--- src/rtl/core/fepg_pkg.sv ---
// Shared types and constants of the filled ellipse pixel generator.
// Used by the channel interfaces, the register file, controller and datapath.
package fepg_pkg;

    localparam int CENTER_W = 13;   // signed center coordinate
    localparam int RADIUS_W = 11;   // unsigned semi-axis
    localparam int COORD_W  = 14;   // bounding box coordinate, signed
    localparam int SQ_W     = 22;   // square of a radius or offset
    localparam int PROD_W   = 44;   // product of two squares
    localparam int COLOR_W  = 24;
    localparam int ADDR_W   = 32;
    localparam int DIM_W    = 13;   // screen size register
    localparam int BPP_W    = 3;
    localparam int PDATA_W  = 32;
    localparam int PADDR_W  = 4;

    localparam logic KIND_START = 1'b0;
    localparam logic KIND_TICK  = 1'b1;

    typedef enum logic [1:0] {
        REG_LINE_PIXELS     = 2'd0,
        REG_LINE_COUNT      = 2'd1,
        REG_BYTES_PER_PIXEL = 2'd2,
        REG_FRAME_BASE      = 2'd3
    } reg_idx_t;

    localparam logic [DIM_W-1:0]  RST_LINE_PIXELS     = 13'd1024;
    localparam logic [DIM_W-1:0]  RST_LINE_COUNT      = 13'd768;
    localparam logic [BPP_W-1:0]  RST_BYTES_PER_PIXEL = 3'd3;
    localparam logic [ADDR_W-1:0] RST_FRAME_BASE      = 32'd0;

    typedef struct packed {
        logic [DIM_W-1:0]  line_pixels;
        logic [DIM_W-1:0]  line_count;
        logic [BPP_W-1:0]  bytes_per_pixel;
        logic [ADDR_W-1:0] frame_base;
    } cfg_t;

    typedef struct packed {
        logic                       kind;
        logic signed [CENTER_W-1:0] center_x;
        logic signed [CENTER_W-1:0] center_y;
        logic [RADIUS_W-1:0]        radius_x;
        logic [RADIUS_W-1:0]        radius_y;
        logic [COLOR_W-1:0]         color;
    } in_item_t;

    typedef struct packed {
        logic               write_valid;
        logic [ADDR_W-1:0]  pixel_address;
        logic [COLOR_W-1:0] pixel_color;
        logic               last;
        logic               idle_tick;
    } out_item_t;

    // Controller to datapath: one strobe per step of the item's work
    typedef struct packed {
        logic capture;
        logic setup;
        logic square;
        logic scale;
        logic load;
    } ctrl_cmd_t;

    typedef struct packed {
        logic out_full;
    } dp_status_t;

endpackage

--- src/rtl/core/fepg_ctrl.sv ---
// Step sequencer: accepts one item, walks it through four datapath steps
// and hands the result to the output register. Depends on fepg_pkg.
module fepg_ctrl (
    input  logic                   clk,
    input  logic                   rst_n,
    input  logic                   in_valid,
    input  logic                   out_ready,
    input  fepg_pkg::dp_status_t   status,
    output logic                   in_ready,
    output fepg_pkg::ctrl_cmd_t    cmd
);

    typedef enum logic [4:0] {
        ST_IDLE  = 5'b00001,
        ST_SETUP = 5'b00010,
        ST_SQ    = 5'b00100,
        ST_SCALE = 5'b01000,
        ST_DONE  = 5'b10000
    } state_t;

    state_t state_reg;
    state_t state_next;
    logic   can_load;
    logic   load;
    logic   accept;

    // Output register is free when empty or being drained this cycle
    assign can_load = !status.out_full || out_ready;
    assign load     = (state_reg == ST_DONE) && can_load;
    assign in_ready = (state_reg == ST_IDLE) || load;
    assign accept   = in_valid && in_ready;

    assign cmd.capture = accept;
    assign cmd.setup   = (state_reg == ST_SETUP);
    assign cmd.square  = (state_reg == ST_SQ);
    assign cmd.scale   = (state_reg == ST_SCALE);
    assign cmd.load    = load;

    always_comb
    begin
        state_next = state_reg;
        unique case (state_reg)
            ST_IDLE:
                if (in_valid)
                    state_next = ST_SETUP;
            ST_SETUP:
                state_next = ST_SQ;
            ST_SQ:
                state_next = ST_SCALE;
            ST_SCALE:
                state_next = ST_DONE;
            ST_DONE:
                if (can_load)
                    state_next = in_valid ? ST_SETUP : ST_IDLE;
            default:
                state_next = ST_IDLE;
        endcase
    end

    always_ff @(posedge clk or negedge rst_n)
    begin
        if (!rst_n)
            state_reg <= ST_IDLE;
        else
            state_reg <= state_next;
    end

endmodule

--- config.mk ---
export PLATFORM = sky130hd
export DESIGN_NAME = fepg_ctrl
export DESIGN_NICKNAME = d
export VERILOG_FILES = /design/src/rtl/core/fepg_pkg.sv /design/src/rtl/core/fepg_ctrl.sv
export SDC_FILE = /design/constraint.sdc
export NUM_CORES = 1
export LEC_CHECK = 0
export ABC_AREA = 1
export BUFFER_PORTS_ARGS = -buffer_cell sky130_fd_sc_hd__buf_2
export CELL_PAD_IN_SITES_DETAIL_PLACEMENT = 1
export CELL_PAD_IN_SITES_GLOBAL_PLACEMENT = 1
export CORE_AREA = 4 4 41 43
export CTS_BUF_LIST = sky130_fd_sc_hd__clkbuf_16
export DETAILED_ROUTE_END_ITERATION = 16
export DIE_AREA = 0 0 45 47
export PLACE_DENSITY = 0.72
export SYNTH_ARGS = -nofsm -noshare
export SYNTH_HDL_FRONTEND = slang
export SYNTH_SLANG_ARGS = --single-unit
--- constraint.sdc ---
create_clock -name clk -period 1.2 [get_ports clk]
set_input_delay 0.06 -clock clk [delete_from_list [all_inputs] [get_ports clk]]
set_output_delay 0.06 -clock clk [all_outputs]
set_load 0.1 [all_outputs]
==> results.tsv <==
stage	metric	value	unit
power	Worst IR Drop VDD	2.47	mV
drt	WL met2	939	µm
power	part of the power in registers	11.5	%
drt	max layer used	met4	
yosys	register bit total from synthesis	5	
yosys	Synth Area per Inst	7.61	µm²
worst_hold_path	Hold Crit Class	primary input to flip-flop	
yosys	dominant cells by area after synthesis	dfrtp_1, dfstp_2, inv_1	
drt	DRT Pass-1 Iters	4	
place	pre-CTS setup slack	-0.186	ns
yosys	Synth Instances	47	
setup_path	Worst Path Arrival	1.51	ns
yosys	sequential area share after synthesis	35.3	%
clock_tree	clk sink count	5	
yosys	Mapped Nets	52	
clock_tree	Root Buffer Master	clkbuf_16	
setup_path	CP endpoint kind	primary output	
cells_and_area	share of cells above drive strength 1	77.6	%
floorplanning	Core Region	1300	µm²
power	Clock power frac	21.4	%
setup_path	Req. time, crit path	1.14	ns
cells_and_area	final net count	82	
cells_and_area	fillcell total	136	
sta	final worst-path cycle share	131	%
place	final HPWL from detailed placement	1010	µm
sta	fmax	638	MHz
power	sw frac	46.5	%
floorplanning	overall die width	45	µm
floorplanning	die height	47	µm
power	leak pwr	0.393	nW
global_route	Total GRT Usage	18.5	%
clock_tree	Clk Latency, worst-skew pair	0.23	ns
sta	Clock Skew	0.00104	ns
clock_tree	H-tree lvl count	1	
yosys	area leader, netlist	dfrtp_1	
run	max_cap viols	0	
setup_path	worst setup path class	flip-flop to primary output	
cells_and_area	fin area	831	µm²
clock_tree	CTS buffer count	3	
global_route	total grt overflow	0	
cells_and_area	Ant. Diodes	0	
drt	Routed WL	1750	µm
drt	DRC viols	0	
cells_and_area	Final Non-Filler Cells	91	
drt	via count	450	
place	PortBufs	10	
yosys	Warnings, synthesis	0	
cells_and_area	max reg flops	5	
place	Placed Cells	81	
power	pwr dens	3030	nW/µm²
run_status	failing checks	setup timing	
floorplanning	Ports	11	
yosys	top_reg_cell synth	dfrtp_1	
sta	max_slew headroom	81.7	%
yosys	Async SR Flop Fraction	100	%
floorplanning	total die area	2120	µm²
global_route	vias in the first global route	482	
setup_path	crit-path max FO	4	
power	Net Switching	1.17	mW
clock_tree	CTS tree	yes	
drt	Met1 Wirelength	690	µm
clock_tree	clock buffer depth	2	
sta	final worst slack	-0.367	ns
yosys	post-synthesis cell area	358	µm²
drt	met3 wire length	50	µm
power	Logic pwr share	67.1	%
clock_tree	Clock transition at path regs	0.03	ns
drt	drt via density	4.95	
global_route	largest net degree at the start of global routing	6	
yosys	Netlist cell types	18	
cells_and_area	area grow syn2layout	132	%
sta	worst slew pin tran	0.272	ns
place	GP Congestion	0.726	
sta	Max Slew Vio Count	0	
floorplanning	row count	13	
global_route	initial antenna violation count	0	
setup_path	Worst setup SP type	flip-flop	
drt	antenna-violating nets left	0	
sta	RSZ-0062 raised after global routing	true	
drt	wire per inst	19.2	µm
floorplanning	Initial Util	27.5	%
sta	endpoints failing setup	8	
run_status	outcome	finished, violations left	
yosys	EDFF count, synth	0	
power	P_int	1.34	mW
drt	DRT iter0 DRCs	4	
sta	fin crit period	1.57	ns
yosys	Yosys top cell area share	28.0	%
sta	final hold violations	0	
place	placed inst area	643	µm²
global_route	first-pass GRT wire length	2570	µm
sta	hold slack	0.121	ns
==> cell type report <==
cell class              count  area, µm²  share of cell area [%]
clock inverters             1       3.75                   0.452
well taps                  15       18.8                    2.26
multi-input cells          31        278                    33.4
repair buffers             28        293                    35.2
inverters                   8       33.8                    4.07
clock buffers               3       75.1                    9.04
flip-flops and latches      5        129                    15.5
==> metal layers <==
| layer | vias up | track usage [%] |
|---|---|---|
| met1 | 220 | 20.1 |
| met5 | - | 0 |
| met2 | 15 | 34.5 |
| met3 | 8 | 2.30 |
| li1 | 207 | - |
| met4 | 0 | 10.5 |
==> synth_stat cells (all sizes together), types with 2 or more instances <==
| cell type | number |
|---|---|
| nor4 | 4 |
| dfrtp | 4 |
| nand2 | 9 |
| buf | 3 |
| o21ai | 2 |
| inv | 8 |
| nand3 | 2 |
| a21boi | 2 |
| nor2 | 9 |
==> cell usage in the layout, fill, tap and decap left out, drive strengths merged <==
cell and n:
a21boi 2, a21oi 1, buf 27, clkbuf 3
clkinvlp 1, dfrtp 4, dfstp 1, dlygate4sd3 1
inv 8, nand2 9, nand3 2, nand4 1
nor2 9, nor4 4, o21ai 2, or2 1
==> worst paths after layout <==
kind / start / to / slack, ns / cells after the start
setup / recovery: state_reg[3] / cmd[4] / -0.37 / 5
hold / removal: in_valid / state_reg[1] / 0.12 / 2
setup reg to reg: state_reg[2] / state_reg[0] / -0.28 / 10
hold reg to reg: state_reg[3] / state_reg[3] / 0.66 / 2
max in group asynchronous: rst_n / state_reg[0] / 0.78 / 2
min in group asynchronous: rst_n / state_reg[2] / 0.22 / 2
==> worst max-delay path, cell delays in order (launching register included) <==
cell	delay (ns)
dfrtp_2	0.43
nor2_4	0.11
nand3_2	0.09
or2_4	0.29
a21boi_4	0.16
buf_12	0.19
==> per-stage QoR <==
step / setup TNS (ns) / util (%) / power, mW
final: -2.32 / 63.8 / 2.51
after global routing: -2.85 / 63.8 / 2.62
after CTS: -2.00 / 59.8 / 2.36
after detailed placement: -0.543 / 49.4 / 1.69
after global placement: -0.284 / 49.4 / 1.63
after floorplan: -1.28 / - / 1.20
==> power by group through the flow <==
stage                     sequential [mW]  clock, mW  combinational [mW]
after floorplan                     0.289          0               0.914
after global placement              0.274          0                1.36
after detailed placement            0.281          0                1.41
after CTS                           0.286      0.544                1.53
after global routing                0.295      0.561                1.76
final                               0.289      0.538                1.69
==> kinds of logic after synthesis <==
kind of cell    Yosys count  synth area share (%)
simple gates             26                  39.2
buf+inv                  11                  14.0
flops                     5                  35.3
compound gates            5                  11.5
==> timing repair <==
| action | in CTS | in global routing |
|---|---|---|
| cloned | 0 | 0 |
| hold buffers | 1 | 0 |
| resized for setup | 8 | 9 |
| setup buffers | 3 | 3 |
| pin swaps | 3 | 3 |
| setup endpoints to repair | 8 | 11 |
| endpoints found under the hold margin | 5 | 0 |
No activity file was read; power rests on OpenSTA's default activity.
