$ cat config.mk
export PLATFORM = sky130hd
export DESIGN_NAME = fepg_cfg_regs
export DESIGN_NICKNAME = d
export VERILOG_FILES = /design/src/rtl/core/fepg_pkg.sv /design/src/rtl/core/fepg_cfg_regs.sv
export SDC_FILE = /design/constraint.sdc
export NUM_CORES = 1
export LEC_CHECK = 0
export ABC_AREA = 1
export BUFFER_PORTS_ARGS = -buffer_cell sky130_fd_sc_hd__buf_2
export CELL_PAD_IN_SITES_DETAIL_PLACEMENT = 1
export CELL_PAD_IN_SITES_GLOBAL_PLACEMENT = 1
export CORE_MARGIN = 2
export CORE_UTILIZATION = 32
export DETAILED_ROUTE_END_ITERATION = 7
export HOLD_SLACK_MARGIN = 0.1
export PLACE_DENSITY = 0.86
export SLEW_MARGIN = 15
export SYNTH_ARGS = -nofsm -noshare
export SYNTH_HDL_FRONTEND = slang
export SYNTH_SLANG_ARGS = --single-unit
$ cat constraint.sdc
create_clock -name clk -period 1.55 [get_ports clk]
set_input_delay 0.3875 -clock clk [delete_from_list [all_inputs] [get_ports clk]]
set_output_delay 0.3875 -clock clk [all_outputs]
set_load 0.01 [all_outputs]
$ cat src/rtl/core/fepg_pkg.sv
// Shared types and constants of the filled ellipse pixel generator.
// Used by the channel interfaces, the register file, controller and datapath.
package fepg_pkg;

    localparam int CENTER_W = 13;   // signed center coordinate
    localparam int RADIUS_W = 11;   // unsigned semi-axis
    localparam int COORD_W  = 14;   // bounding box coordinate, signed
    localparam int SQ_W     = 22;   // square of a radius or offset
    localparam int PROD_W   = 44;   // product of two squares
    localparam int COLOR_W  = 24;
    localparam int ADDR_W   = 32;
    localparam int DIM_W    = 13;   // screen size register
    localparam int BPP_W    = 3;
    localparam int PDATA_W  = 32;
    localparam int PADDR_W  = 4;

    localparam logic KIND_START = 1'b0;
    localparam logic KIND_TICK  = 1'b1;

    typedef enum logic [1:0] {
        REG_LINE_PIXELS     = 2'd0,
        REG_LINE_COUNT      = 2'd1,
        REG_BYTES_PER_PIXEL = 2'd2,
        REG_FRAME_BASE      = 2'd3
    } reg_idx_t;

    localparam logic [DIM_W-1:0]  RST_LINE_PIXELS     = 13'd1024;
    localparam logic [DIM_W-1:0]  RST_LINE_COUNT      = 13'd768;
    localparam logic [BPP_W-1:0]  RST_BYTES_PER_PIXEL = 3'd3;
    localparam logic [ADDR_W-1:0] RST_FRAME_BASE      = 32'd0;

    typedef struct packed {
        logic [DIM_W-1:0]  line_pixels;
        logic [DIM_W-1:0]  line_count;
        logic [BPP_W-1:0]  bytes_per_pixel;
        logic [ADDR_W-1:0] frame_base;
    } cfg_t;

    typedef struct packed {
        logic                       kind;
        logic signed [CENTER_W-1:0] center_x;
        logic signed [CENTER_W-1:0] center_y;
        logic [RADIUS_W-1:0]        radius_x;
        logic [RADIUS_W-1:0]        radius_y;
        logic [COLOR_W-1:0]         color;
    } in_item_t;

    typedef struct packed {
        logic               write_valid;
        logic [ADDR_W-1:0]  pixel_address;
        logic [COLOR_W-1:0] pixel_color;
        logic               last;
        logic               idle_tick;
    } out_item_t;

    // Controller to datapath: one strobe per step of the item's work
    typedef struct packed {
        logic capture;
        logic setup;
        logic square;
        logic scale;
        logic load;
    } ctrl_cmd_t;

    typedef struct packed {
        logic out_full;
    } dp_status_t;

endpackage

$ cat src/rtl/core/fepg_cfg_regs.sv
// APB-style configuration registers: screen size, pixel stride, frame base.
// Depends on fepg_pkg.
module fepg_cfg_regs (
    input  logic                           clk,
    input  logic                           rst_n,
    input  logic                           psel,
    input  logic                           penable,
    input  logic                           pwrite,
    input  logic [fepg_pkg::PADDR_W-1:0]   paddr,
    input  logic [fepg_pkg::PDATA_W-1:0]   pwdata,
    output logic [fepg_pkg::PDATA_W-1:0]   prdata,
    output logic                           pready,
    output fepg_pkg::cfg_t                 cfg
);

    fepg_pkg::cfg_t     cfg_reg;
    fepg_pkg::reg_idx_t idx;
    logic               wr_en;

    assign idx    = fepg_pkg::reg_idx_t'(paddr[fepg_pkg::PADDR_W-1:2]);
    assign wr_en  = psel && penable && pwrite;
    assign pready = 1'b1;
    assign cfg    = cfg_reg;

    always_ff @(posedge clk or negedge rst_n)
    begin
        if (!rst_n)
        begin
            cfg_reg.line_pixels     <= fepg_pkg::RST_LINE_PIXELS;
            cfg_reg.line_count      <= fepg_pkg::RST_LINE_COUNT;
            cfg_reg.bytes_per_pixel <= fepg_pkg::RST_BYTES_PER_PIXEL;
            cfg_reg.frame_base      <= fepg_pkg::RST_FRAME_BASE;
        end
        else if (wr_en)
        begin
            unique case (idx)
                fepg_pkg::REG_LINE_PIXELS:
                    cfg_reg.line_pixels <= pwdata[fepg_pkg::DIM_W-1:0];
                fepg_pkg::REG_LINE_COUNT:
                    cfg_reg.line_count <= pwdata[fepg_pkg::DIM_W-1:0];
                fepg_pkg::REG_BYTES_PER_PIXEL:
                    cfg_reg.bytes_per_pixel <= pwdata[fepg_pkg::BPP_W-1:0];
                fepg_pkg::REG_FRAME_BASE:
                    cfg_reg.frame_base <= pwdata[fepg_pkg::ADDR_W-1:0];
                default:
                    cfg_reg.frame_base <= cfg_reg.frame_base;
            endcase
        end
    end

    always_comb
    begin
        prdata = '0;
        unique case (idx)
            fepg_pkg::REG_LINE_PIXELS:
                prdata = fepg_pkg::PDATA_W'(cfg_reg.line_pixels);
            fepg_pkg::REG_LINE_COUNT:
                prdata = fepg_pkg::PDATA_W'(cfg_reg.line_count);
            fepg_pkg::REG_BYTES_PER_PIXEL:
                prdata = fepg_pkg::PDATA_W'(cfg_reg.bytes_per_pixel);
            fepg_pkg::REG_FRAME_BASE:
                prdata = fepg_pkg::PDATA_W'(cfg_reg.frame_base);
            default:
                prdata = '0;
        endcase
    end

endmodule

==> run_results.csv <==
group,metric,value,unit
run_status,status,"finished clean",
cells_and_area,syn2layout_area_growth,38.9,%
place,gp_routability_congestion,0.750,
floorplanning,start_util,33.1,%
critical_path,critical_path.reg2reg.startpoint,"cfg[33]",
detailed_routing,final_antenna_net_count,0,
timing,setup_viol,0,
critical_path,crit_chain,"nand3_2 > nand4_1 > buf_2",
place,port_buffers,131,
min_path,hold_path.startpoint,"pwdata[31]",
place,dpl.cell_count,614,
critical_path,critPathMaxFanout,2,
global_routing,antenna_found_initial,0,
critical_path,reg2reg_depth,3,
timing,fmax,654,MHz
global_routing,grt_usage,19.8,%
cells_and_area,drive_gt1_share,36.6,%
clock_tree,cts_sinks,61,
timing,slew_violations,0,
timing,worst_clock_skew,0,ns
floorplanning,pin_count,135,
synthesis,synth_area,0.00290,sq mm
floorplanning,die-area,0.00984,sq mm
floorplanning,core.rowCount,34,
clock_tree,cts-buffers-inserted,9,
floorplanning,die_x,99.2,um
critical_path,path_delay_family,"flip-flops",
synthesis,netlist-cell-type-count,16,
min_path,min_to,"cfg[31]",
clock_tree,htreeDepth,3,
detailed_routing,num_vias,2974,
cells_and_area,final_common_cell,"nand2_1",
synthesis,ys_seq_area_share,52.8,%
critical_path,cp-end-kind,"primary output",
cells_and_area,nets,564,
critical_path,reg2reg_to,"cfg[33]",
place,post-place-ws,-0.0294,ns
global_routing,grt_pass1_vias,3105,
place,detailed_place_hpwl,7120,um
cells_and_area,largest_reg_flops,61,
synthesis,syn-instance-count,378,
detailed_routing,drt-pass1-iter-count,4,
timing,period_needed,1.53,ns
floorplanning,fp.dieH,99.2,um
cells_and_area,most-common-layout-cells,"216 x nand2_1, 129 x buf_2, 56 x dfrtp_1",
critical_path,cp_num_buf_inv,1,
pwr,powerDensity,1220,mW/mm^2
synthesis,ys_warn_count,0,
global_routing,grt_pass1_wl,15400,um
critical_path,cpMaxStageDelayCell,"dfstp_2",
clock_tree,cts-root-buf,"clkbuf_8",
pwr,cellLeakagePower,2.37,nW
detailed_routing,wire_per_inst,15.4,um
clock_tree,worstSkewPairLatency,0.32,ns
critical_path,cp.arrival,1.14,ns
critical_path,cp.required,1.16,ns
timing,post-route-period-util,98.6,%
clock_tree,clk_path_buf_depth,2,
flow_run,max-cap-violations,0,
pwr,peakVddDrop,0.530,mV
clock_tree,path_clk_slew,0.07,ns
clock_tree,cts_tree,"yes",
global_routing,overflow,0,
critical_path,worstSetupStartpointType,"flip-flop",
detailed_routing,drc,0,
cells_and_area,num_antenna_cells,0,
detailed_routing,wl,9790,um
critical_path,path_class,"reg -> out",
timing,hold_viol,0,
global_routing,grt_start_max_net_pins,42,
synthesis,synth.avg_cell_area,7.68,sq um
synthesis,syn-num-nets,419,
cells_and_area,final_cells,636,
detailed_routing,drt_iter0_drc,117,
timing,rsz0062_at_grt,"yes",
cells_and_area,final_util,46.0,%
floorplanning,core,0.00876,sq mm
min_path,hold_class,"in -> reg",
detailed_routing,via_per_inst,4.68,
synthesis,ys_seq_elements,61,
min_path,min_path_cells,3,
timing,setup_slack,0.0210,ns
critical_path,r2r_setup_slack,0.73,ns
critical_path,crit_path_max_incr_delay,0.55,ns
metal layers:
layer | vias to the layer above | global-route usage, % | wire length, um
li1 | 1422 | - | -
met1 | 1430 | 23.0 | 3980
met2 | 110 | 36.3 | 5130
met3 | 12 | 4.29 | 553
met4 | 0 | 6.22 | 123
met5 | - | 0 | 0
worst max path at each step:
| stage | start | to | slack (ns) | cells past startpoint |
|---|---|---|---|---|
| final | cfg[33] | prdata[1] | 0.02 | 3 |
| after detailed placement | paddr[3] | prdata[7] | -0.03 | 6 |
| after floorplan | paddr[2] | prdata[13] | 0.09 | 5 |
| after CTS | cfg[33] | prdata[1] | 0.003 | 3 |
| after global placement | paddr[3] | prdata[12] | -0.008 | 6 |
| after global routing | cfg[33] | prdata[1] | -0.02 | 3 |
kinds of logic (layout without fill, tap and decap cells):
kind of cell / after synthesis / after routing / share of synthesized area (%)
flops: 61 / 61 / 52.8
buf+inv: 43 / 193 / 8.45
other cells: 1 / 1 / 0.129
simple gates: 273 / 273 / 38.6
worst min-delay path, delay by kind of cell:
family | cells | cell delay (ns)
AND/OR/NAND/NOR | 2 | 0.09
buffers and inverters | 1 | 0.07
final cells by class:
class,count,area [sq um]
clock buffer,11,141
clock inverter,5,50.0
fill,1122,4730
inverter,25,104
multi-input combinational,274,1140
sequential,61,1530
tap,108,135
timing repair buffer,152,923
synth_stat cells:
| cell | instances | share of area (%) |
|---|---|---|
| inv_4 | 1 | 0.22 |
| inv_2 | 4 | 0.52 |
| nand3_4 | 1 | 0.60 |
| inv_1 | 20 | 2.6 |
| nor2_4 | 5 | 1.9 |
| dfstp_2 | 5 | 4.5 |
| buf_4 | 6 | 1.6 |
| buf_6 | 7 | 2.7 |
| nor2_1 | 20 | 2.6 |
| nand4_1 | 3 | 0.65 |
| buf_2 | 5 | 0.86 |
| nand2_2 | 5 | 1.1 |
| nand2_1 | 220 | 28 |
| nand3_1 | 19 | 3.3 |
| dfrtp_1 | 56 | 48 |
| conb_1 | 1 | 0.13 |
power breakdown:
group	switching (mW)	internal (mW)
Combinational	0.769	0.556
Sequential	0.277	1.94
Clock	0.607	0.776
what timing repair did:
action | CTS | global route
setup buffers | 2 | 3
pin swaps | 2 | 7
hold buffers | 1 | 0
hold endpoints to repair | 56 | 0
gates resized for setup | 3 | 17
endpoints found under the setup margin | 12 | 14
through the flow:
step                      power, mW  area [sq um]  hold slack [ns]  TNS (ns)
final                          4.92          4030            0.267         0
after global routing           5.24          4030            0.270   -0.0323
after CTS                      4.97          3940            0.250         0
after detailed placement       3.54          3720            0.397    -0.207
after global placement         3.45          3720            0.394   -0.0190
after floorplan                2.82          2900           0.0919         0
No activity file was read; power rests on OpenSTA's default activity.
